===== config.mk =====
export PLATFORM = sky130hd
export DESIGN_NAME = frame_peak_normalizing_gain
export DESIGN_NICKNAME = d
export VERILOG_FILES = /design/src/hdl/fpng_pkg.sv /design/src/hdl/frame_peak_normalizing_gain.sv
export SDC_FILE = /design/constraint.sdc
export NUM_CORES = 2
export LEC_CHECK = 0
export BUFFER_PORTS_ARGS = -buffer_cell sky130_fd_sc_hd__buf_4
export CORE_AREA = 3 3 332 415
export CTS_CLUSTER_DIAMETER = 80
export DETAILED_ROUTE_END_ITERATION = 10
export DIE_AREA = 0 0 335 418
export GPL_TIMING_DRIVEN = 0
export PLACE_DENSITY = 0.57
export REMOVE_ABC_BUFFERS = 1
export SYNTH_ARGS = -nofsm -noshare
export SYNTH_HDL_FRONTEND = slang
export SYNTH_SLANG_ARGS = --single-unit

===== constraint.sdc =====
create_clock -name clk -period 18.6 [get_ports clk]
set_input_delay 3.72 -clock clk [delete_from_list [all_inputs] [get_ports clk]]
set_output_delay 3.72 -clock clk [all_outputs]
set_load 0.01 [all_outputs]

===== src/hdl/fpng_pkg.sv =====
// Shared types and constants for the frame peak-normalizing gain block.
// No dependencies.
package fpng_pkg;

  localparam int DEFAULT_MAX_FRAME = 64;

  localparam int SAMPLE_W  = 16;
  localparam int TARGET_W  = 15;
  localparam int GAIN_W    = 18;
  localparam int CFG_IDX_W = 2;
  localparam int CFG_DAT_W = 18;

  localparam logic [TARGET_W-1:0] TARGET_RESET   = 15'd13106;
  localparam logic [GAIN_W-1:0]   MAX_GAIN_RESET = 18'd163840;
  localparam logic [GAIN_W-1:0]   ONE_Q16        = 18'd65536;

  typedef logic [CFG_IDX_W-1:0] cfg_idx_t;
  typedef logic [CFG_DAT_W-1:0] cfg_dat_t;

  // register map
  localparam cfg_idx_t REG_TARGET_PEAK = 2'd0;
  localparam cfg_idx_t REG_MAX_GAIN    = 2'd1;

endpackage


===== src/hdl/frame_peak_normalizing_gain.sv =====
// Frame peak-normalizing gain: top level with frame store, serial divider
// and gain multiplier pipeline. Depends on fpng_pkg.
// Sequence: the last sample of a frame starts a serial divide, then a clamp
// state and a 3-stage read/multiply/round pipe; results then follow one a
// cycle with no stalls. The block takes no new samples while busy; busy
// clears at the edge that takes the last result. Config waits for idle.
// Reset (rst, synchronous, active high) empties the frame, clears the peak and
// restores register defaults; the frame store itself is not cleared.
module frame_peak_normalizing_gain #(
  parameter int MAX_FRAME = fpng_pkg::DEFAULT_MAX_FRAME
) (
  input  logic                     clk,
  input  logic                     rst,
  // sample input, command style
  input  logic                     start,
  output logic                     busy,
  input  logic signed [15:0]       sample_in,
  input  logic                     frame_end,
  // results, one cycle each
  output logic                     result_valid,
  output logic signed [15:0]       sample_out,
  output logic                     last_out,
  // configuration writes
  input  logic                     cfg_valid,
  output logic                     cfg_ready,
  input  fpng_pkg::cfg_idx_t       cfg_index,
  input  fpng_pkg::cfg_dat_t       cfg_data
);
  import fpng_pkg::*;

  localparam int AW  = (MAX_FRAME > 1) ? $clog2(MAX_FRAME) : 1;
  localparam int FCW = $clog2(MAX_FRAME + 1);
  localparam int QW  = TARGET_W + 16;       // dividend / quotient width
  localparam int SW  = $clog2(QW);          // division step counter
  localparam int PW  = 16 + GAIN_W;         // product width

  typedef enum logic [1:0] {S_IDLE, S_DIV, S_GAIN, S_EMIT} state_t;

  state_t state;

  // configuration registers
  logic [TARGET_W-1:0] target_peak;
  logic [GAIN_W-1:0]   max_gain_q16;

  // frame bookkeeping
  logic [FCW-1:0] fill_count;
  logic [FCW-1:0] frame_len;
  logic [15:0]    peak_magnitude;

  // divider
  logic [QW-1:0]  dvd;          // dividend in, quotient out
  logic [16:0]    rem;
  logic [SW-1:0]  step;

  logic [GAIN_W-1:0] gain;

  // emit pipeline
  logic [FCW-1:0] rd_ptr;
  logic           v1, v2;
  logic           last1, last2;
  logic           neg2;
  logic [PW-1:0]  prod;

  // frame store
  logic [15:0] frame_store [MAX_FRAME];
  logic [15:0] rd_data;

  // ---- accept path ----
  logic           accept;
  logic [15:0]    in_mag;
  logic [FCW-1:0] fill_next;
  logic           frame_done;
  logic [15:0]    peak_next;

  // register writes only between frames' computations
  assign cfg_ready = !busy;
  assign busy      = (state != S_IDLE);
  assign accept    = start && !busy;

  // |-32768| = 32768 still fits 16 unsigned bits
  assign in_mag     = sample_in[15] ? 16'(-sample_in) : 16'(sample_in);
  assign fill_next  = fill_count + FCW'(1);
  assign frame_done = frame_end || (fill_next == FCW'(MAX_FRAME));
  assign peak_next  = (in_mag > peak_magnitude) ? in_mag : peak_magnitude;

  // ---- divider step: restoring, one quotient bit per cycle ----
  logic [16:0] rem_sh;
  logic [17:0] trial;
  logic        qbit;

  assign rem_sh = {rem[15:0], dvd[QW-1]};
  assign trial  = {1'b0, rem_sh} - {2'b0, peak_magnitude};
  assign qbit   = !trial[17];

  // ---- gain clamp: floor of 1.0 first, then the max_gain ceiling; a zero peak takes max_gain ----
  logic [QW-1:0]     q_floor;
  logic [GAIN_W-1:0] gain_next;

  assign q_floor = (dvd < QW'(ONE_Q16)) ? QW'(ONE_Q16) : dvd;
  always_comb begin
    if (peak_magnitude == 16'd0) begin
      gain_next = max_gain_q16;
    end else if (q_floor > QW'(max_gain_q16)) begin
      gain_next = max_gain_q16;
    end else begin
      gain_next = q_floor[GAIN_W-1:0];
    end
  end

  // ---- multiply stage input ----
  logic        neg1;
  logic [15:0] mag1;

  assign neg1 = rd_data[15];
  assign mag1 = neg1 ? 16'(-rd_data) : rd_data;

  // ---- round half away from zero, saturate ----
  logic [PW:0]  prod_rnd;
  logic [18:0]  r_mag;
  logic [15:0]  r_sat;
  logic [15:0]  out_word;

  assign prod_rnd = {1'b0, prod} + (PW+1)'(32768);
  assign r_mag    = prod_rnd[PW:16];
  always_comb begin
    if (neg2) begin
      r_sat    = (r_mag > 19'd32768) ? 16'd32768 : r_mag[15:0];
      out_word = 16'(-r_sat);
    end else begin
      r_sat    = (r_mag > 19'd32767) ? 16'd32767 : r_mag[15:0];
      out_word = r_sat;
    end
  end

  // ---- frame store: write on accept, registered read during emit ----
  always_ff @(posedge clk) begin
    if (accept) begin
      frame_store[fill_count[AW-1:0]] <= sample_in;
    end
    rd_data <= frame_store[rd_ptr[AW-1:0]];
  end

  // ---- sequencer, registers and outputs ----
  always_ff @(posedge clk) begin
    if (rst) begin
      state          <= S_IDLE;
      target_peak    <= TARGET_RESET;
      max_gain_q16   <= MAX_GAIN_RESET;
      fill_count     <= '0;
      frame_len      <= '0;
      peak_magnitude <= '0;
      step           <= '0;
      rd_ptr         <= '0;
      v1             <= 1'b0;
      v2             <= 1'b0;
      result_valid   <= 1'b0;
      last_out       <= 1'b0;
    end else begin
      if (cfg_valid && cfg_ready) begin
        unique case (cfg_index)
          REG_TARGET_PEAK: target_peak  <= cfg_data[TARGET_W-1:0];
          REG_MAX_GAIN:    max_gain_q16 <= cfg_data[GAIN_W-1:0];
          default: ;
        endcase
      end

      // output register, fed by the multiply stage
      result_valid <= v2;
      last_out     <= v2 && last2;
      v2           <= 1'b0;
      v1           <= 1'b0;

      if (v1) begin
        v2    <= 1'b1;
        last2 <= last1;
        neg2  <= neg1;
        prod  <= PW'(mag1) * PW'(gain);
      end
      if (v2) begin
        sample_out <= out_word;
      end

      unique case (state)
        S_IDLE: begin
          if (accept) begin
            peak_magnitude <= peak_next;
            if (frame_done) begin
              frame_len  <= fill_next;
              fill_count <= '0;
              dvd        <= {target_peak, 16'd0};
              rem        <= '0;
              step       <= '0;
              state      <= S_DIV;
            end else begin
              fill_count <= fill_next;
            end
          end
        end
        S_DIV: begin
          // peak 0 is caught in the clamp; quotient is then unused
          rem  <= qbit ? trial[16:0] : rem_sh;
          dvd  <= {dvd[QW-2:0], qbit};
          step <= step + SW'(1);
          if (step == SW'(QW - 1)) begin
            state <= S_GAIN;
          end
        end
        S_GAIN: begin
          gain           <= gain_next;
          peak_magnitude <= '0;
          rd_ptr         <= '0;
          state          <= S_EMIT;
        end
        S_EMIT: begin
          if (rd_ptr != frame_len) begin
            v1     <= 1'b1;
            last1  <= (rd_ptr + FCW'(1)) == frame_len;
            rd_ptr <= rd_ptr + FCW'(1);
          end else if (!v1 && !v2) begin
            state <= S_IDLE;
          end
        end
        default: state <= S_IDLE;
      endcase
    end
  end

`ifndef SYNTHESIS
  // no read or multiply in flight once the block takes samples again
  a_idle_drained: assert property (@(posedge clk) disable iff (rst)
    !busy |-> (!v1 && !v2))
    else $error("emit pipeline not drained while idle");

  // the open frame never holds a full store while idle
  a_fill_bound: assert property (@(posedge clk) disable iff (rst)
    !busy |-> (fill_count < FCW'(MAX_FRAME)))
    else $error("fill count out of range");

  // a sample that closes the frame starts the gain computation
  a_end_starts_div: assert property (@(posedge clk) disable iff (rst)
    (accept && frame_end) |=> (state == S_DIV))
    else $error("frame end did not start division");

  // every result left the multiply stage in the previous cycle
  a_result_source: assert property (@(posedge clk) disable iff (rst)
    result_valid |-> $past(v2))
    else $error("result without a product behind it");

  // the last flag only marks a valid result, and results stop after it
  a_last_marks: assert property (@(posedge clk) disable iff (rst)
    last_out |-> (result_valid && !v2))
    else $error("last flag misplaced");
`endif

endmodule


==> results.yml <==
timing:
  hold-worst-slack_ns: 0.434
  clock_skew_ns: 0.0652
  max_slew.worst_pin.slew_ns: 1.35
  hold_viol_final: 0
  final-setup-viol-count: 0
  slew_headroom_pct: 9.38
  fmax_ghz: 0.109
  rsz0062_at_grt: "false"
  period_minus_slack_ns: 9.18
  drv_slew: 0
  layout_worst_path_cycle_share_pct: 49.4
synthesis:
  yosysWarnings: 0
  synth_edf_count: 1127
  synth-seq-cells: 1224
  syn_area_per_cell_um2: 16.1
  ys_seq_area_share_pct: 60.8
  ys_types: 81
  postSynth.asyncResetShare_pct: 0
  yosys_most_used_dff: "edfxtp_1"
  syn-cell-area_um2: 58800
  syn_inst: 3644
route:
  route.detailed.drc: 0
  drt_first_pass_iters: 5
  routedWlPerCell_um: 24.2
  postRouteAntennaNets: 0
  routed_via_density: 5.53
  drt-initial-drc-count: 2479
  dr_total_vias: 30978
  routed_wl_mm: 135
clock_tree:
  insertion_delay_ns: 0.75
  clk_pin_slew_ns: 0.07
  cts_htree_levels: 3
  post_cts_buffers: 0
  cts.path.max_buffers: 3
  cts_buffers: 120
  cts_resized: 0
  hold_buffers: 0
  cts_sinks: 1224
  cts_tree: "yes"
  root_buffer: "clkbuf_16"
floorplanning:
  core_um2: 134000
  die_h_um: 418
  start_util_pct: 43.9
  rows: 150
  die_area_um2: 140000
  io_pins: 61
  die_w_um: 335
setup_path:
  cp.arrival_ns: 9.67
  path_cells: "or3_4 -> or4_1 -> or3_4 -> o31a_1 -> xor2_2 -> and2_1 -> fa_1 -> fa_1 -> fa_1 -> fa_1 -> fa_1 -> fa_1 -> ha_1 -> and4_1 -> and4_1 -> o211ai_1 -> nand3_1 -> a21oi_1 -> o21ai_0 -> or2_2 -> a21oi_1 -> xnor2_1"
  crit_top_cell: "fa_1"
  crit_type: "reg -> reg"
  start_kind: "flip-flop"
  slowest_delay_ns: 0.73
  cp.required_ns: 19.09
  worst_path_max_delay_cell: "xor2_2"
  crit_family: "adder cells"
  end_kind: "flip-flop"
  path_max_fanout: 19
  path_buf_inv: 0
place:
  hpwlAfterDp_mm: 91.5
  place_congestion: 0.798
  io_buffers: 60
  dpl_cell_area_um2: 62800
layout:
  stdcell_area_um2: 66800
  area_growth_pct: 13.5
  final_layout_size_suffix_gt1_share_pct: 21.0
  nNetsFinal: 4181
global_routing:
  grt_pass1_wl_mm: 206
  gr-total-overflow: 0
  grt_pass1_vias: 31973
  grt_usage_pct: 19.7
  grt_max_degree: 81
  antenna_found_initial: 4
outcome:
  outcome: "finished, final reports clean"
job:
  cap_viol_max_count: 0
min_path:
  hp-class: "reg -> reg"
per-layer routing:
metal  share of wire, %  routed length, µm  GRT usage (%)
met5                  0                  0              0
met4                2.4               3220           5.64
met3                4.3               5890           2.85
met2                 53              71200           34.8
met1                 41              55200           25.3
synth_stat cells (17+ instances only):
library cell,count,area share (%)
edfxtp_1,1127,58
nand2_1,342,2.2
mux4_2,336,13
inv_1,286,1.8
fa_1,222,7.6
ha_1,165,3.5
nor2_1,148,0.94
and2_1,146,1.6
clkbuf_1,121,0.77
dfxtp_1,97,3.3
a21oi_1,71,0.60
xnor2_1,57,0.85
o21ai_0,50,0.43
nand3_1,44,0.37
xor2_1,35,0.52
mux2_2,34,0.65
mux2i_1,33,0.56
buf_2,30,0.26
nor2b_1,23,0.24
nor3_1,20,0.17
nand4_1,19,0.20
a211oi_1,17,0.22
a21o_1,17,0.22
kinds of logic after synthesis:
group           after synthesis  synth area share, %
compound gates              244                 2.71
xor+xnor                     93                 1.40
fa+ha+maj                   387                 11.1
buf+inv                     455                 3.03
flops                      1224                 60.8
mux                         403                 14.1
simple gates                838                 6.90
cell usage in the layout, fill, tap and decap left out, types with 10 or more instances in the layout:
master,n
fa_1,222
nor2_1,84
ha_1,165
mux4_2,336
inv_1,286
edfxtp_1,1127
nand2b_1,15
xnor2_2,10
clkinv_2,17
and2_1,145
and3_1,15
bufinv_16,13
clkinv_1,33
nand2_1,342
dfxtp_1,92
xor2_1,33
nor2b_1,20
nand4_1,19
nand3_1,44
or4_1,10
mux2_2,34
mux2i_1,33
o21a_1,11
a211oi_1,17
nor2_2,65
clkbuf_16,122
nor4_1,11
nor3_1,19
buf_16,24
a21oi_1,71
buf_8,64
xnor2_1,47
o21ai_0,50
buf_4,60
a21o_1,17
clkbuf_1,18
flip-flops by register name (all words and copies together) (netlist names), 2 cells and up:
name / count
fill_count: 7
gain: 18
rd_data: 16
rem: 16
rd_ptr: 7
prod: 19
frame_len: 7
sample_out: 16
frame_store: 1024
max_gain_q16: 18
state: 2
step: 5
peak_magnitude: 16
target_peak: 15
dvd: 31
final timing paths:
path / slack, ns / startpoint / end / depth (start not counted)
worst max-delay path: 9.42 / rd_data[0]$_DFF_P_ / prod[32]$_DFFE_PP_ / 22
worst min-delay path: 0.43 / last1$_DFFE_PP_ / last2$_DFFE_PP_ / 0
worst max register to register: 9.42 / rd_data[0]$_DFF_P_ / prod[32]$_DFFE_PP_ / 22
worst min register to register: 0.43 / last1$_DFFE_PP_ / last2$_DFFE_PP_ / 0
stage by stage:
stage               std cells  util, %  TNS [ns]  setup slack, ns
detailed placement       5379     46.8         0             9.33
global route             5604     49.8         0             8.92
floorplan                3476        -         0             5.90
finish                   5605     49.8         0             9.42
global placement         5284     45.3     -4.05            -1.46
CTS                      5604     49.8         0             9.31
final cells by class:
type | instances | area, µm²
antenna | 1 | 2.50
tap | 1748 | 2190
sequential | 1224 | 35800
timing repair buffer | 155 | 2170
inverter | 287 | 1080
clock buffer | 143 | 3160
clock inverter | 82 | 851
multi-input combinational | 1965 | 21500
fill | 11173 | 67200
Power is not shown: default switching activity piles up to over one toggle a cycle in this logic, so the estimate is an artifact.
